==> src/design/pfba_pkg.sv <==
// Shared types and constants for the page frame bitmap allocator.
`default_nettype none

package pfba_pkg;

  localparam int unsigned WORD_W     = 32;
  localparam int unsigned WORD_SHIFT = 5;
  localparam int unsigned ADDR_W     = 22;
  localparam int unsigned LEN_W      = 23;
  localparam int unsigned WIDE_W     = 40;

  localparam logic OP_RESERVE = 1'b0;
  localparam logic OP_RELEASE = 1'b1;

  localparam logic STATUS_DONE     = 1'b0;
  localparam logic STATUS_NO_SPACE = 1'b1;

  typedef struct packed {
    logic              status;
    logic [ADDR_W-1:0] result_address;
    logic [LEN_W-1:0]  granted_bytes;
    logic [LEN_W-1:0]  released_bytes;
  } pfba_result_t;

endpackage

`default_nettype wire

==> src/design/pfba_bitmap_mem.sv <==
// Single-port-write, registered-read memory holding the frame used bitmap.
`default_nettype none

module pfba_bitmap_mem
  import pfba_pkg::*;
#(
  parameter int unsigned DEPTH = 32,
  parameter int unsigned AW    = 5
) (
  input  wire logic              clk,
  input  wire logic              we,
  input  wire logic [AW-1:0]     waddr,
  input  wire logic [WORD_W-1:0] wdata,
  input  wire logic              re,
  input  wire logic [AW-1:0]     raddr,
  output logic      [WORD_W-1:0] rdata
);

  logic [WORD_W-1:0] mem [DEPTH];
  logic [WORD_W-1:0] rdata_r;

  always_ff @(posedge clk) begin
    if (we) begin
      mem[waddr] <= wdata;
    end
    if (re) begin
      rdata_r <= mem[raddr];
    end
  end

  assign rdata = rdata_r;

endmodule

`default_nettype wire

==> src/design/pfba_ctrl.sv <==
// Sequencer that scans, checks, marks and releases runs in the bitmap memory.
`default_nettype none

module pfba_ctrl
  import pfba_pkg::*;
#(
  parameter int unsigned FRAME_COUNT = 1024,
  parameter int unsigned PAGE_BYTES  = 4096,
  parameter int unsigned WORDS       = 32,
  parameter int unsigned WA_W        = 5
) (
  input  wire logic              clk,
  input  wire logic              rst_n,
  input  wire logic              in_valid,
  input  wire logic              in_op,
  input  wire logic [ADDR_W-1:0] in_address,
  input  wire logic [LEN_W-1:0]  in_length_bytes,
  output logic                   in_ready,
  output logic                   res_valid,
  output pfba_result_t           res,
  input  wire logic              res_ready,
  output logic                   mem_we,
  output logic      [WA_W-1:0]   mem_waddr,
  output logic      [WORD_W-1:0] mem_wdata,
  output logic                   mem_re,
  output logic      [WA_W-1:0]   mem_raddr,
  input  wire logic [WORD_W-1:0] mem_rdata
);

  localparam int unsigned PAGE_SHIFT = $clog2(PAGE_BYTES);
  localparam int unsigned FI_W  = $clog2(FRAME_COUNT + 1);
  localparam int unsigned CNT_W = LEN_W + 1 - PAGE_SHIFT;
  localparam int unsigned POS_W = ((FI_W > CNT_W) ? FI_W : CNT_W) + 1;
  localparam logic [POS_W-1:0] FC_POS  = POS_W'(FRAME_COUNT);
  localparam logic [WA_W-1:0]  LAST_WA = WA_W'(WORDS - 1);

  typedef enum logic [3:0] {
    ST_CLEAR, ST_IDLE, ST_SRCH_RD, ST_SRCH_EV, ST_CHK_RD, ST_CHK_EV,
    ST_MARK_RD, ST_MARK_WR, ST_REL_RD, ST_REL_WR, ST_DONE
  } state_t;

  state_t           state_r, state_nxt;
  logic [WA_W-1:0]  clr_r, clr_nxt;
  logic             op_r, op_nxt;
  logic             fail_r, fail_nxt;
  logic [CNT_W-1:0] cnt_r, cnt_nxt;
  logic [POS_W-1:0] idx_r, idx_nxt;
  logic [POS_W-1:0] cur_r, cur_nxt;
  logic [POS_W-1:0] end_r, end_nxt;
  logic [FI_W-1:0]  freed_r, freed_nxt;

  logic [POS_W-1:0]  first_c, count_c, rel_end_c;
  logic [LEN_W:0]    round_c;
  logic [POS_W-1:0]  base_c, next_word_c, idx_c, sum_c;
  logic [WORD_W-1:0] win_c, avail_c, hit_c;
  logic [WORD_SHIFT-1:0] off_c;
  logic [WORD_SHIFT:0]   pop_c;
  logic [WIDE_W-1:0] addr_wide_c, gran_wide_c, rel_wide_c;

  function automatic logic [WORD_W-1:0] range_mask(input logic [POS_W-1:0] base,
                                                   input logic [POS_W-1:0] lo,
                                                   input logic [POS_W-1:0] hi);
    logic [WORD_W-1:0] m;
    logic [POS_W-1:0]  p;
    m = '0;
    for (int b = 0; b < WORD_W; b++) begin
      p = base + POS_W'(b);
      m[b] = (p >= lo) && (p < hi);
    end
    return m;
  endfunction

  assign round_c   = (LEN_W+1)'(in_length_bytes) + (LEN_W+1)'(PAGE_BYTES - 1);
  assign count_c   = POS_W'(round_c >> PAGE_SHIFT);
  assign first_c   = POS_W'(in_address >> PAGE_SHIFT);
  assign rel_end_c = ((first_c + count_c) > FC_POS) ? FC_POS : (first_c + count_c);

  assign base_c      = cur_r & ~POS_W'(WORD_W - 1);
  assign next_word_c = base_c + POS_W'(WORD_W);
  assign win_c       = range_mask(base_c, cur_r,
                                  (state_r == ST_SRCH_EV) ? FC_POS : end_r);
  assign avail_c     = ~mem_rdata & win_c;
  assign hit_c       = mem_rdata & win_c;
  assign idx_c       = base_c + POS_W'(off_c);
  assign sum_c       = idx_c + POS_W'(cnt_r);

  always_comb begin
    off_c = '0;
    for (int b = WORD_W - 1; b >= 0; b--) begin
      if (avail_c[b]) begin
        off_c = WORD_SHIFT'(b);
      end
    end
  end

  always_comb begin
    pop_c = '0;
    for (int b = 0; b < WORD_W; b++) begin
      pop_c = pop_c + (WORD_SHIFT+1)'(hit_c[b]);
    end
  end

  always_comb begin
    state_nxt = state_r;
    clr_nxt   = clr_r;
    op_nxt    = op_r;
    fail_nxt  = fail_r;
    cnt_nxt   = cnt_r;
    idx_nxt   = idx_r;
    cur_nxt   = cur_r;
    end_nxt   = end_r;
    freed_nxt = freed_r;
    mem_we    = 1'b0;
    mem_waddr = WA_W'(cur_r >> WORD_SHIFT);
    mem_wdata = '0;
    mem_re    = 1'b0;
    mem_raddr = WA_W'(cur_r >> WORD_SHIFT);
    unique case (state_r)
      ST_CLEAR: begin
        mem_we    = 1'b1;
        mem_waddr = clr_r;
        clr_nxt   = clr_r + WA_W'(1);
        if (clr_r == LAST_WA) begin
          state_nxt = ST_IDLE;
        end
      end
      ST_IDLE: begin
        if (in_valid) begin
          op_nxt    = in_op;
          fail_nxt  = 1'b0;
          cnt_nxt   = CNT_W'(count_c);
          cur_nxt   = first_c;
          idx_nxt   = first_c;
          freed_nxt = '0;
          if (in_op == OP_RESERVE) begin
            if (first_c >= FC_POS) begin
              fail_nxt  = 1'b1;
              state_nxt = ST_DONE;
            end else begin
              state_nxt = ST_SRCH_RD;
            end
          end else begin
            end_nxt   = rel_end_c;
            state_nxt = (first_c >= rel_end_c) ? ST_DONE : ST_REL_RD;
          end
        end
      end
      ST_SRCH_RD: begin
        mem_re    = 1'b1;
        state_nxt = ST_SRCH_EV;
      end
      ST_SRCH_EV: begin
        if (avail_c == '0) begin
          cur_nxt = next_word_c;
          if (next_word_c >= FC_POS) begin
            fail_nxt  = 1'b1;
            state_nxt = ST_DONE;
          end else begin
            state_nxt = ST_SRCH_RD;
          end
        end else if (sum_c > FC_POS) begin
          fail_nxt  = 1'b1;
          state_nxt = ST_DONE;
        end else begin
          idx_nxt = idx_c;
          end_nxt = sum_c;
          if (cnt_r == '0) begin
            state_nxt = ST_DONE;
          end else if (cnt_r == CNT_W'(1)) begin
            cur_nxt   = idx_c;
            state_nxt = ST_MARK_RD;
          end else begin
            cur_nxt   = idx_c + POS_W'(1);
            state_nxt = ST_CHK_RD;
          end
        end
      end
      ST_CHK_RD: begin
        mem_re    = 1'b1;
        state_nxt = ST_CHK_EV;
      end
      ST_CHK_EV: begin
        if (hit_c != '0) begin
          cur_nxt = end_r;
          if (end_r >= FC_POS) begin
            fail_nxt  = 1'b1;
            state_nxt = ST_DONE;
          end else begin
            state_nxt = ST_SRCH_RD;
          end
        end else if (next_word_c >= end_r) begin
          cur_nxt   = idx_r;
          state_nxt = ST_MARK_RD;
        end else begin
          cur_nxt   = next_word_c;
          state_nxt = ST_CHK_RD;
        end
      end
      ST_MARK_RD: begin
        mem_re    = 1'b1;
        state_nxt = ST_MARK_WR;
      end
      ST_MARK_WR: begin
        mem_we    = 1'b1;
        mem_wdata = mem_rdata | win_c;
        cur_nxt   = next_word_c;
        state_nxt = (next_word_c >= end_r) ? ST_DONE : ST_MARK_RD;
      end
      ST_REL_RD: begin
        mem_re    = 1'b1;
        state_nxt = ST_REL_WR;
      end
      ST_REL_WR: begin
        mem_we    = 1'b1;
        mem_wdata = mem_rdata & ~win_c;
        freed_nxt = freed_r + FI_W'(pop_c);
        cur_nxt   = next_word_c;
        state_nxt = (next_word_c >= end_r) ? ST_DONE : ST_REL_RD;
      end
      ST_DONE: begin
        if (res_ready) begin
          state_nxt = ST_IDLE;
        end
      end
      default: begin
        state_nxt = ST_IDLE;
      end
    endcase
  end

  always_ff @(posedge clk) begin
    if (!rst_n) begin
      state_r <= ST_CLEAR;
      clr_r   <= '0;
    end else begin
      state_r <= state_nxt;
      clr_r   <= clr_nxt;
    end
    op_r    <= op_nxt;
    fail_r  <= fail_nxt;
    cnt_r   <= cnt_nxt;
    idx_r   <= idx_nxt;
    cur_r   <= cur_nxt;
    end_r   <= end_nxt;
    freed_r <= freed_nxt;
  end

  assign addr_wide_c = WIDE_W'(idx_r) << PAGE_SHIFT;
  assign gran_wide_c = WIDE_W'(cnt_r) << PAGE_SHIFT;
  assign rel_wide_c  = WIDE_W'(freed_r) << PAGE_SHIFT;

  assign in_ready  = (state_r == ST_IDLE);
  assign res_valid = (state_r == ST_DONE);

  always_comb begin
    res = '0;
    if (op_r == OP_RELEASE) begin
      res.released_bytes = rel_wide_c[LEN_W-1:0];
    end else if (fail_r) begin
      res.status = STATUS_NO_SPACE;
    end else begin
      res.status         = STATUS_DONE;
      res.result_address = addr_wide_c[ADDR_W-1:0];
      res.granted_bytes  = gran_wide_c[LEN_W-1:0];
    end
  end

  a_no_rw_overlap: assert property (@(posedge clk) disable iff (!rst_n)
    !(mem_we && mem_re))
    else $error("bitmap read and write in the same cycle");

  a_read_then_use: assert property (@(posedge clk) disable iff (!rst_n)
    mem_re |=> !mem_re && (state_r == ST_SRCH_EV || state_r == ST_CHK_EV ||
                           state_r == ST_MARK_WR || state_r == ST_REL_WR))
    else $error("read data not consumed in the following cycle");

  a_mark_sets_only: assert property (@(posedge clk) disable iff (!rst_n)
    (state_r == ST_MARK_WR) |-> ((mem_wdata & mem_rdata) == mem_rdata))
    else $error("mark cleared a used frame");

  a_release_clears_only: assert property (@(posedge clk) disable iff (!rst_n)
    (state_r == ST_REL_WR) |-> ((mem_wdata & ~mem_rdata) == '0))
    else $error("release set a frame");

  a_fail_zero: assert property (@(posedge clk) disable iff (!rst_n)
    (res_valid && res.status == STATUS_NO_SPACE) |->
      (res.result_address == '0 && res.granted_bytes == '0 && res.released_bytes == '0))
    else $error("no-space result carries nonzero fields");

endmodule

`default_nettype wire

==> src/design/page_frame_bitmap_allocator.sv <==
// Top level of the first-fit page frame bitmap allocator.
//
// Input channel (in_valid / in_stall): in_op selects reserve or release,
// in_address is the hint or run start in bytes, in_length_bytes is rounded
// up to whole pages. Result channel (out_valid / out_stall): one transfer per
// input with status, reserved address, granted bytes and released bytes.
// Items are worked one at a time; a new item is taken once the sequencer is
// idle, even while the previous result still waits in the output register.
// The bitmap sits in a memory of 32-bit words with a registered read.
// Each word visited takes a read state and then an evaluate or write-back
// state: a reserve reads each word it searches, checks and marks, and a
// release each word of its run. Each item also passes the idle state that
// takes it and the done state that hands the result to the output register.
// A run that meets a used frame restarts the search at the end of that run.
// PAGE_BYTES must be a power of two; the block itself does not check it.
// After reset a clearing pass writes every word of the bitmap to zero while
// in_stall is held high.
// While out_stall is high the result holds and the sequencer waits in its
// done state once it has a further result.
`default_nettype none

module page_frame_bitmap_allocator
  import pfba_pkg::*;
#(
  parameter int unsigned FRAME_COUNT = 1024,
  parameter int unsigned PAGE_BYTES  = 4096
) (
  input  wire logic              clk,
  input  wire logic              rst_n,
  input  wire logic              in_valid,
  output logic                   in_stall,
  input  wire logic              in_op,
  input  wire logic [ADDR_W-1:0] in_address,
  input  wire logic [LEN_W-1:0]  in_length_bytes,
  output logic                   out_valid,
  input  wire logic              out_stall,
  output logic                   out_status,
  output logic      [ADDR_W-1:0] out_result_address,
  output logic      [LEN_W-1:0]  out_granted_bytes,
  output logic      [LEN_W-1:0]  out_released_bytes
);

  localparam int unsigned WORDS = (FRAME_COUNT + WORD_W - 1) / WORD_W;
  localparam int unsigned WA_W  = (WORDS > 1) ? $clog2(WORDS) : 1;

  logic              eng_ready;
  logic              res_valid;
  logic              res_ready;
  pfba_result_t      res;
  logic              mem_we;
  logic [WA_W-1:0]   mem_waddr;
  logic [WORD_W-1:0] mem_wdata;
  logic              mem_re;
  logic [WA_W-1:0]   mem_raddr;
  logic [WORD_W-1:0] mem_rdata;

  logic              out_valid_r, out_valid_nxt;
  pfba_result_t      out_res_r, out_res_nxt;

  pfba_ctrl #(
    .FRAME_COUNT (FRAME_COUNT),
    .PAGE_BYTES  (PAGE_BYTES),
    .WORDS       (WORDS),
    .WA_W        (WA_W)
  ) u_ctrl (
    .clk             (clk),
    .rst_n           (rst_n),
    .in_valid        (in_valid),
    .in_op           (in_op),
    .in_address      (in_address),
    .in_length_bytes (in_length_bytes),
    .in_ready        (eng_ready),
    .res_valid       (res_valid),
    .res             (res),
    .res_ready       (res_ready),
    .mem_we          (mem_we),
    .mem_waddr       (mem_waddr),
    .mem_wdata       (mem_wdata),
    .mem_re          (mem_re),
    .mem_raddr       (mem_raddr),
    .mem_rdata       (mem_rdata)
  );

  pfba_bitmap_mem #(
    .DEPTH (WORDS),
    .AW    (WA_W)
  ) u_mem (
    .clk   (clk),
    .we    (mem_we),
    .waddr (mem_waddr),
    .wdata (mem_wdata),
    .re    (mem_re),
    .raddr (mem_raddr),
    .rdata (mem_rdata)
  );

  assign in_stall  = !eng_ready;
  assign res_ready = !out_valid_r || !out_stall;

  always_comb begin
    out_valid_nxt = out_valid_r && out_stall;
    out_res_nxt   = out_res_r;
    if (res_valid && res_ready) begin
      out_valid_nxt = 1'b1;
      out_res_nxt   = res;
    end
  end

  always_ff @(posedge clk) begin
    if (!rst_n) begin
      out_valid_r <= 1'b0;
    end else begin
      out_valid_r <= out_valid_nxt;
    end
    out_res_r <= out_res_nxt;
  end

  assign out_valid          = out_valid_r;
  assign out_status         = out_res_r.status;
  assign out_result_address = out_res_r.result_address;
  assign out_granted_bytes  = out_res_r.granted_bytes;
  assign out_released_bytes = out_res_r.released_bytes;

endmodule

`default_nettype wire
==> config.mk <==
export PLATFORM = sky130hd
export DESIGN_NAME = page_frame_bitmap_allocator
export DESIGN_NICKNAME = d
export VERILOG_FILES = /design/src/design/pfba_pkg.sv /design/src/design/pfba_bitmap_mem.sv /design/src/design/pfba_ctrl.sv /design/src/design/page_frame_bitmap_allocator.sv
export SDC_FILE = /design/constraint.sdc
export NUM_CORES = 2
export LEC_CHECK = 0
export BUFFER_PORTS_ARGS = -buffer_cell sky130_fd_sc_hd__buf_2
export CAP_MARGIN = 20
export CORE_MARGIN = 4
export CORE_UTILIZATION = 55
export DETAILED_ROUTE_END_ITERATION = 8
export GPL_TIMING_DRIVEN = 0
export HOLD_SLACK_MARGIN = 0.02
export PLACE_DENSITY = 0.71
export SLEW_MARGIN = 20
export SYNTH_ARGS = -nofsm -noshare
export SYNTH_HDL_FRONTEND = slang
export SYNTH_SLANG_ARGS = --single-unit
==> constraint.sdc <==
create_clock -name clk -period 18.5 [get_ports clk]
set_input_delay 1.85 -clock clk [delete_from_list [all_inputs] [get_ports clk]]
set_output_delay 1.85 -clock clk [all_outputs]
set_load 0.01 [all_outputs]
== After elaboration in Yosys (flattened, before gate mapping) ==
Memories as Yosys holds them, arrays and structs flattened. A register that Yosys moved wholly into a read port is not among the register bits.
Index checks and enable logic that the tools add are counted.

* Register bits: 143
* Bits in writable memories: 1,024
* Bits of input ports: 50
* Output and inout bits: 71
* Logic and storage cells: 332
* Memories kept: 1

{| class="wikitable"
|+ Memory list
! memory !! depth !! bits a word !! rd ports !! clocked after memory_dff !! wr ports !! line !! source
|-
| u_mem.mem || 32 || 32 || 1 || 1 || 1 || pfba_bitmap_mem.sv:19 || <nowiki>logic [WORD_W-1:0] mem [DEPTH];</nowiki>
|}

* $add $sub $neg: 70
* $lt $le $gt $ge: 71
* Equality and inequality tests: 24
* Mux-type cells: 86
* Bitwise gates (word level): 6
* Reductions and logical operators: 57

{| class="wikitable"
|+ Operators with widths
! operator !! count
|-
| $ge A13 B13 Y1 || 33
|-
| $lt A13 B13 Y1 || 32
|-
| $add A13 B5 Y13 const B || 16
|-
| $mux W13 || 15
|-
| $add A6 B1 Y6 || 30
|-
| $mux W5 || 33
|-
| $add A13 B4 Y13 const B || 8
|-
| $and A32 B32 Y32 || 3
|-
| $not A32 Y32 || 2
|-
| $pmux W32 S2 || 1
|-
| $add A13 B3 Y13 const B || 4
|-
| $pmux W13 S2 || 2
|-
| $pmux W13 S4 || 1
|-
| $mux W4 || 12
|-
| $pmux W4 S11 || 1
|-
| $logic_and A1 B1 Y1 || 34
|-
| $logic_not A32 Y1 || 1
|-
| $or A32 B32 Y32 || 1
|-
| $reduce_bool A32 Y1 || 1
|-
| $add A13 B1 Y13 const B || 2
|-
| $add A13 B2 Y13 const B || 2
|-
| $ge A13 B11 Y1 const B || 2
|-
| $gt A13 B11 Y1 const B || 2
|-
| $add A23 B12 Y24 const B || 1
|-
| other kinds (38) || 75
|}

== Logic depth before layout (Yosys ltp) ==
* Word-level depth: 44
* Mapped depth: 39

== Modules after synthesis ==
Synthesis repeated with hierarchy kept, for this count alone.

* Cell total of the unflattened synthesis: 3,587
* Area, all modules: 52,863.2 um^2

{| class="wikitable"
|+ Modules (own cells, without submodules)
! module !! instances !! cells an instance !! area an instance (um^2) !! sequential area each (um^2)
|-
| pfba_bitmap_mem || 1 || 2,260 || 40,812.9 || 31,710.4
|-
| pfba_ctrl || 1 || 1,252 || 9,933.3 || 2,102.0
|-
| page_frame_bitmap_allocator || 1 || 75 || 2,117.0 || 2,092.0
|}

== Worst setup path before layout ==
Ideal clock, no wire load.

* Path kind: register to register
* Start: register u_ctrl.state_r[0]
* End: register u_ctrl.freed_r[10] (data pin)
* Setup time: 266 ps
* Arrival: 9,170 ps
* Slack: 9,064 ps
* Cell stages (with the launch flop): 37
* Buffers on the path: 6
* Clock period less this slack: 9,436 ps
* Cells stage by stage: dfxtp_1 > buf_6 > nor4bb_1 > buf_2 > buf_4 > clkbuf_1 > clkbuf_1 > nor2_1 > ha_1 > a211o_1 > a211oi_1 > o21ai_2 > buf_2 > a2111oi_0 > nand2_1 > inv_1 > ha_1 > inv_1 > fa_1 > fa_1 > fa_1 > fa_1 > fa_1 > fa_1 > fa_1 > fa_1 > inv_1 > fa_1 > a21o_1 > a21oi_1 > nor2b_1 > o21ai_0 > nand2b_1 > and3_1 > nand3_1 > xor2_1 > nor2_1

* Cells in the longest elaborated chain, start to end: 38
* Elaborated cells between the ends (all ways): 102
* Classes of those cells: add/sub (32); order compare (32); eq/ne (3); mux (2); bitwise (1); reduce/logical (32)

{| class="wikitable"
|+ Ends and longest elaborated chain
! item !! line !! source
|-
| from (decl) || pfba_ctrl.sv:42 || <nowiki>state_t state_r, state_nxt;</nowiki>
|-
| from (signal assigned) || pfba_ctrl.sv:236 || <nowiki>state_r <= state_nxt;</nowiki>
|-
| $eq A4 B2 Y1 || pfba_ctrl.sv:81 || <nowiki>(state_r == ST_SRCH_EV) ? FC_POS : end_r);</nowiki>
|-
| $mux W13 || pfba_ctrl.sv:81 ||
|-
| $lt A13 B13 Y1 || pfba_ctrl.sv:68 || <nowiki>m[b] = (p >= lo) && (p < hi);</nowiki>
|-
| $logic_and A1 B1 Y1 || pfba_ctrl.sv:68 ||
|-
| $and A32 B32 Y32 || pfba_ctrl.sv:83 || <nowiki>assign hit_c = mem_rdata & win_c;</nowiki>
|-
| $add A1 B1 Y2 || pfba_ctrl.sv:99 || <nowiki>pop_c = pop_c + (WORD_SHIFT+1)'(hit_c[b]);</nowiki>
|-
| $add A6 B1 Y6 (30 in a row) || pfba_ctrl.sv:99 ||
|-
| $add A11 B6 Y11 || pfba_ctrl.sv:216 || <nowiki>freed_nxt = freed_r + FI_W'(pop_c);</nowiki>
|-
| $pmux W11 S2 * || pfba_ctrl.sv:118 || <nowiki>unique case (state_r)</nowiki>
|-
| to (signal assigned) || pfba_ctrl.sv:245 || <nowiki>freed_r <= freed_nxt;</nowiki>
|-
| to (decl) || pfba_ctrl.sv:50 || <nowiki>logic [FI_W-1:0] freed_r, freed_nxt;</nowiki>
|}

Every way passes the cells marked *; elsewhere a longest branch is shown, timed or not.
A chain may end at the register's enable or synchronous reset.

== Worst setup path after layout ==
* Start: register u_ctrl.cur_r[5]
* End: register u_ctrl.freed_r[10] (data pin)

* Cells in the longest elaborated chain, start to end: 37
* Elaborated cells between the ends (all ways): 161
* Classes of those cells: add/sub (63); order compare (64); mux (1); bitwise (1); reduce/logical (32)

{| class="wikitable"
|+ Ends and longest elaborated chain
! item !! line !! source
|-
| from (decl) || pfba_ctrl.sv:48 || <nowiki>logic [POS_W-1:0] cur_r, cur_nxt;</nowiki>
|-
| from (signal assigned) || pfba_ctrl.sv:243 || <nowiki>cur_r <= cur_nxt;</nowiki>
|-
| $add A13 B1 Y13 || pfba_ctrl.sv:67 || <nowiki>p = base + POS_W'(b);</nowiki>
|-
| $ge A13 B13 Y1 / $lt A13 B13 Y1 (equally long branches) || pfba_ctrl.sv:68 ||
|-
| $logic_and A1 B1 Y1 || pfba_ctrl.sv:68 ||
|-
| $and A32 B32 Y32 * || pfba_ctrl.sv:83 ||
|-
| $add A1 B1 Y2 || pfba_ctrl.sv:99 ||
|-
| $add A6 B1 Y6 (29 in a row) || pfba_ctrl.sv:99 ||
|-
| $add A6 B1 Y6 * || pfba_ctrl.sv:99 ||
|-
| $add A11 B6 Y11 * || pfba_ctrl.sv:216 ||
|-
| $pmux W11 S2 * || pfba_ctrl.sv:118 ||
|}

Marked as above.

==> flow_metrics.py <==
metrics = {
    "run_status": {
        "outcome": "completed",
    },
    "timing": {
        "rsz0062_at_grt": "false",
        "slew_viol_final": 0,
        "fmax_ghz": 0.08579,
        "final-setup-viol-count": 0,
        "worst_pin_slew_ns": 1.162,
        "setup_tns_ns": 0,
        "skew_ns": 0.06563,
        "post-route-min-period_ns": 11.66,
        "fin_crit_sh_pct": 63.00,
        "hold_viol_final": 0,
        "relSlewSlack_pct": 22.51,
    },
    "grt": {
        "grt_start_max_net_pins": 33,
        "grt_first_pass_wirelength_mm": 205.9,
        "grt_overflow": 0,
        "antenna_found_initial": 4,
        "first_global_vias": 30935,
        "track_usage_pct": 28.53,
    },
    "drt": {
        "drtIter0Drc": 3581,
        "post-route-drc-count": 0,
        "finalWirelength_mm": 140.0,
        "avgRoutedWirePerCell_um": 29.59,
        "antenna_left": 0,
        "vias_per_cell": 6.459,
        "dr_total_vias": 30559,
        "drtPass1Iterations": 6,
    },
    "yosys": {
        "syn_inst": 3127,
        "synth_enable_flop_cells": 1153,
        "synth_area_leader_cell": "edfxtp_1",
        "netlist_area_sq_mm": 0.05118,
        "synth-seq-cells": 1163,
        "synth_area_leaders": "edfxtp_1 68%, mux4_2 9.9%, mux2i_1 2.2%",
        "yosysUniqueCellTypes": 91,
        "synth_top_area_share_pct": 67.66,
        "synth_ff_type": "edfxtp_1",
        "ys_warn_count": 0,
        "yosysSeqAreaShare_pct": 68.05,
        "syn_avg_cell_area_sq_um": 16.37,
        "async_flop_share_pct": 0,
    },
    "critical_path": {
        "critPathRequiredTime_ns": 18.90,
        "slowest_delay_ns": 0.85,
        "critPathCaptureType": "register",
        "worstSetupPathType": "reg2reg",
        "rr_startpoint": "u_ctrl.cur_r[5]$_DFFE_PP_",
        "critical_path_peak_fanout": 11,
        "cpMaxStageDelayCell": "a2111oi_0",
        "path_buf_inv": 10,
        "critPathLaunch": "u_ctrl.cur_r[5]$_DFFE_PP_",
        "cp-start-kind": "register",
        "crit_arrival_ns": 12.05,
        "cp_top_family": "adder cells",
        "cp_common_cell": "fa_1",
    },
    "clocking": {
        "cts_tree": "done",
        "cts_buffers": 111,
        "cts-resized-gates": 0,
        "cts.root.buffer_cell": "clkbuf_16",
        "clkLatencyLatePin_ns": 0.73,
        "post-cts-setup-buffers": 0,
        "htreeDepth": 3,
        "ctsHoldBuffers": 0,
        "clock_path_buffers": 3,
        "clk_pin_slew_ns": 0.06,
        "clock-sinks": 1163,
    },
    "final_layout": {
        "drive_above_1_share_pct": 20.16,
        "nFillCells": 6472,
        "fin_nets": 3540,
        "area.growth.synth_to_final_pct": 13.91,
    },
    "placed_design": {
        "port_buffers": 72,
        "dp_hpwl_mm": 96.65,
        "gp_congestion": 0.9611,
    },
    "floorplanning": {
        "dieWidth_um": 313.0,
        "top_level_ports": 121,
        "start_util_pct": 55.66,
        "die_height_um": 313.0,
        "dieArea_sq_mm": 0.09799,
        "core_area_sq_mm": 0.09194,
        "num_rows": 111,
    },
    "pwr": {
        "switching_share_pct": 20.24,
        "p_comb_share_pct": 2.0,
        "finalPower_mw": 5.229,
        "p_clk_share_pct": 42.7,
        "powerDensity_mw_per_mm2": 89.70,
        "power_switching_mw": 1.058,
        "pwr-share-seq_pct": 55.2,
        "p_int_mw": 4.171,
        "power.leakage_nw": 20.54,
        "peakVddDrop_mv": 0.1270,
    },
    "worst_hold_path": {
        "min-delay-start": "u_ctrl.idx_r[1]$_DFFE_PP_",
        "hold_path.class": "reg2reg",
    },
    "job": {
        "cap_violations": 0,
    },
}
==> final timing paths <==
check / to / slack (ns) / cells past startpoint
max: u_ctrl.freed_r[10]$_SDFFCE_PN0P_ / 6.84 / 34
min: out_result_address[13]$_SDFFCE_PP0P_ / 0.57 / 1
max reg2reg: u_ctrl.freed_r[10]$_SDFFCE_PN0P_ / 6.84 / 34
min reg2reg: out_result_address[13]$_SDFFCE_PP0P_ / 0.57 / 1
==> kinds of logic after synthesis <==
kind of cell / synth area share [%]
multiplexers: 12.78
XOR/XNOR: 0.7188
AND/OR/NAND/NOR: 5.919
flip-flops: 68.05
AO/OA/AOI/OAI: 7.587
buffers and inverters: 2.249
adder cells (fa/ha/maj): 2.694
other: 0.007328
==> metrics by stage <==
| step | hold WS (ns) | area (sq um) | std cells | setup slack, ns | util (%) |
|---|---|---|---|---|---|
| 6_report | 0.5657 | 58290 | 4731 | 6.844 | 63.40 |
| 5_1_grt | 0.5979 | 58290 | 4730 | 6.359 | 63.40 |
| 4_1_cts | 0.5621 | 58180 | 4726 | 6.797 | 63.28 |
| 3_5_place_dp | 0.5469 | 54620 | 4522 | 6.892 | 59.41 |
| 3_3_place_gp | 0.5052 | 53220 | 4477 | 6.850 | 57.89 |
| 2_1_floorplan | 0.4892 | 51310 | 3162 | 9.064 | - |
==> cells in the mapped netlist, drive strengths merged, types with 38 or more instances <==
| master | instances |
|---|---|
| buf | 82 |
| ha | 67 |
| mux2i | 111 |
| nand2 | 243 |
| nor2 | 161 |
| and2 | 57 |
| o221ai | 70 |
| nand3 | 38 |
| clkbuf | 107 |
| inv | 71 |
| mux4 | 224 |
| edfxtp | 1153 |
| o21ai | 140 |
| a21oi | 100 |
==> routing by layer <==
metal / wire [um] / up-vias / part of all wire [%] / global-route usage (%)
met5: 41 / - / 0.029 / 0
met4: 5460 / 6 / 3.9 / 10.25
met3: 11430 / 332 / 8.2 / 4.853
met2: 71090 / 1687 / 51 / 49.20
met1: 51980 / 15576 / 37 / 36.88
li1: - / 12958 / - / -
==> flip-flops by register name, indices dropped and copies added (netlist names) <==
name and count:
out_released_bytes 11, u_ctrl.freed_r 11, u_ctrl.clr_r 5, u_ctrl.idx_r 13, u_mem.mem 1024, u_ctrl.end_r 13, out_result_address 10, out_status 1
u_ctrl.fail_r 1, out_granted_bytes 11, u_ctrl.op_r 1, out_valid 1, u_ctrl.cnt_r 12, u_mem.rdata 32, u_ctrl.state_r 4, u_ctrl.cur_r 13
==> layout make-up <==
class / instances / area (sq um) / share of cell area [%]
flip-flops and latches: 1163 / 34820 / 59.74
multi-input cells: 1739 / 15700 / 26.94
clock buffers: 129 / 2867 / 4.917
well taps: 1243 / 1555 / 2.668
repair buffers: 121 / 1480 / 2.539
plain buffers: 189 / 902.1 / 1.548
clock inverters: 75 / 694.4 / 1.191
inverters: 71 / 266.5 / 0.4572
diodes: 1 / 2.502 / 0.004293
==> layout by cell type (no fill, tap or decap), drive strengths merged, types with 34 or more instances in the layout <==
master	instances
a21oi	100
and2	57
buf	197
clkbuf	242
clkinv	57
conb	36
edfxtp	1153
ha	67
inv	74
mux2	34
mux2i	111
mux4	224
nand2	243
nand3	38
nor2	161
o21ai	140
o221ai	70
==> power by group through the flow <==
stage          sequential [mW]  clock (mW)  combinational (mW)
2_1_floorplan             2.94           0              0.0629
3_3_place_gp              2.94           0              0.0885
3_5_place_dp              2.94           0               0.102
4_1_cts                   2.89        2.26               0.103
5_1_grt                   2.89        2.38               0.115
6_report                  2.89        2.24               0.107
Note: power is estimated with default switching activity, not from simulation.
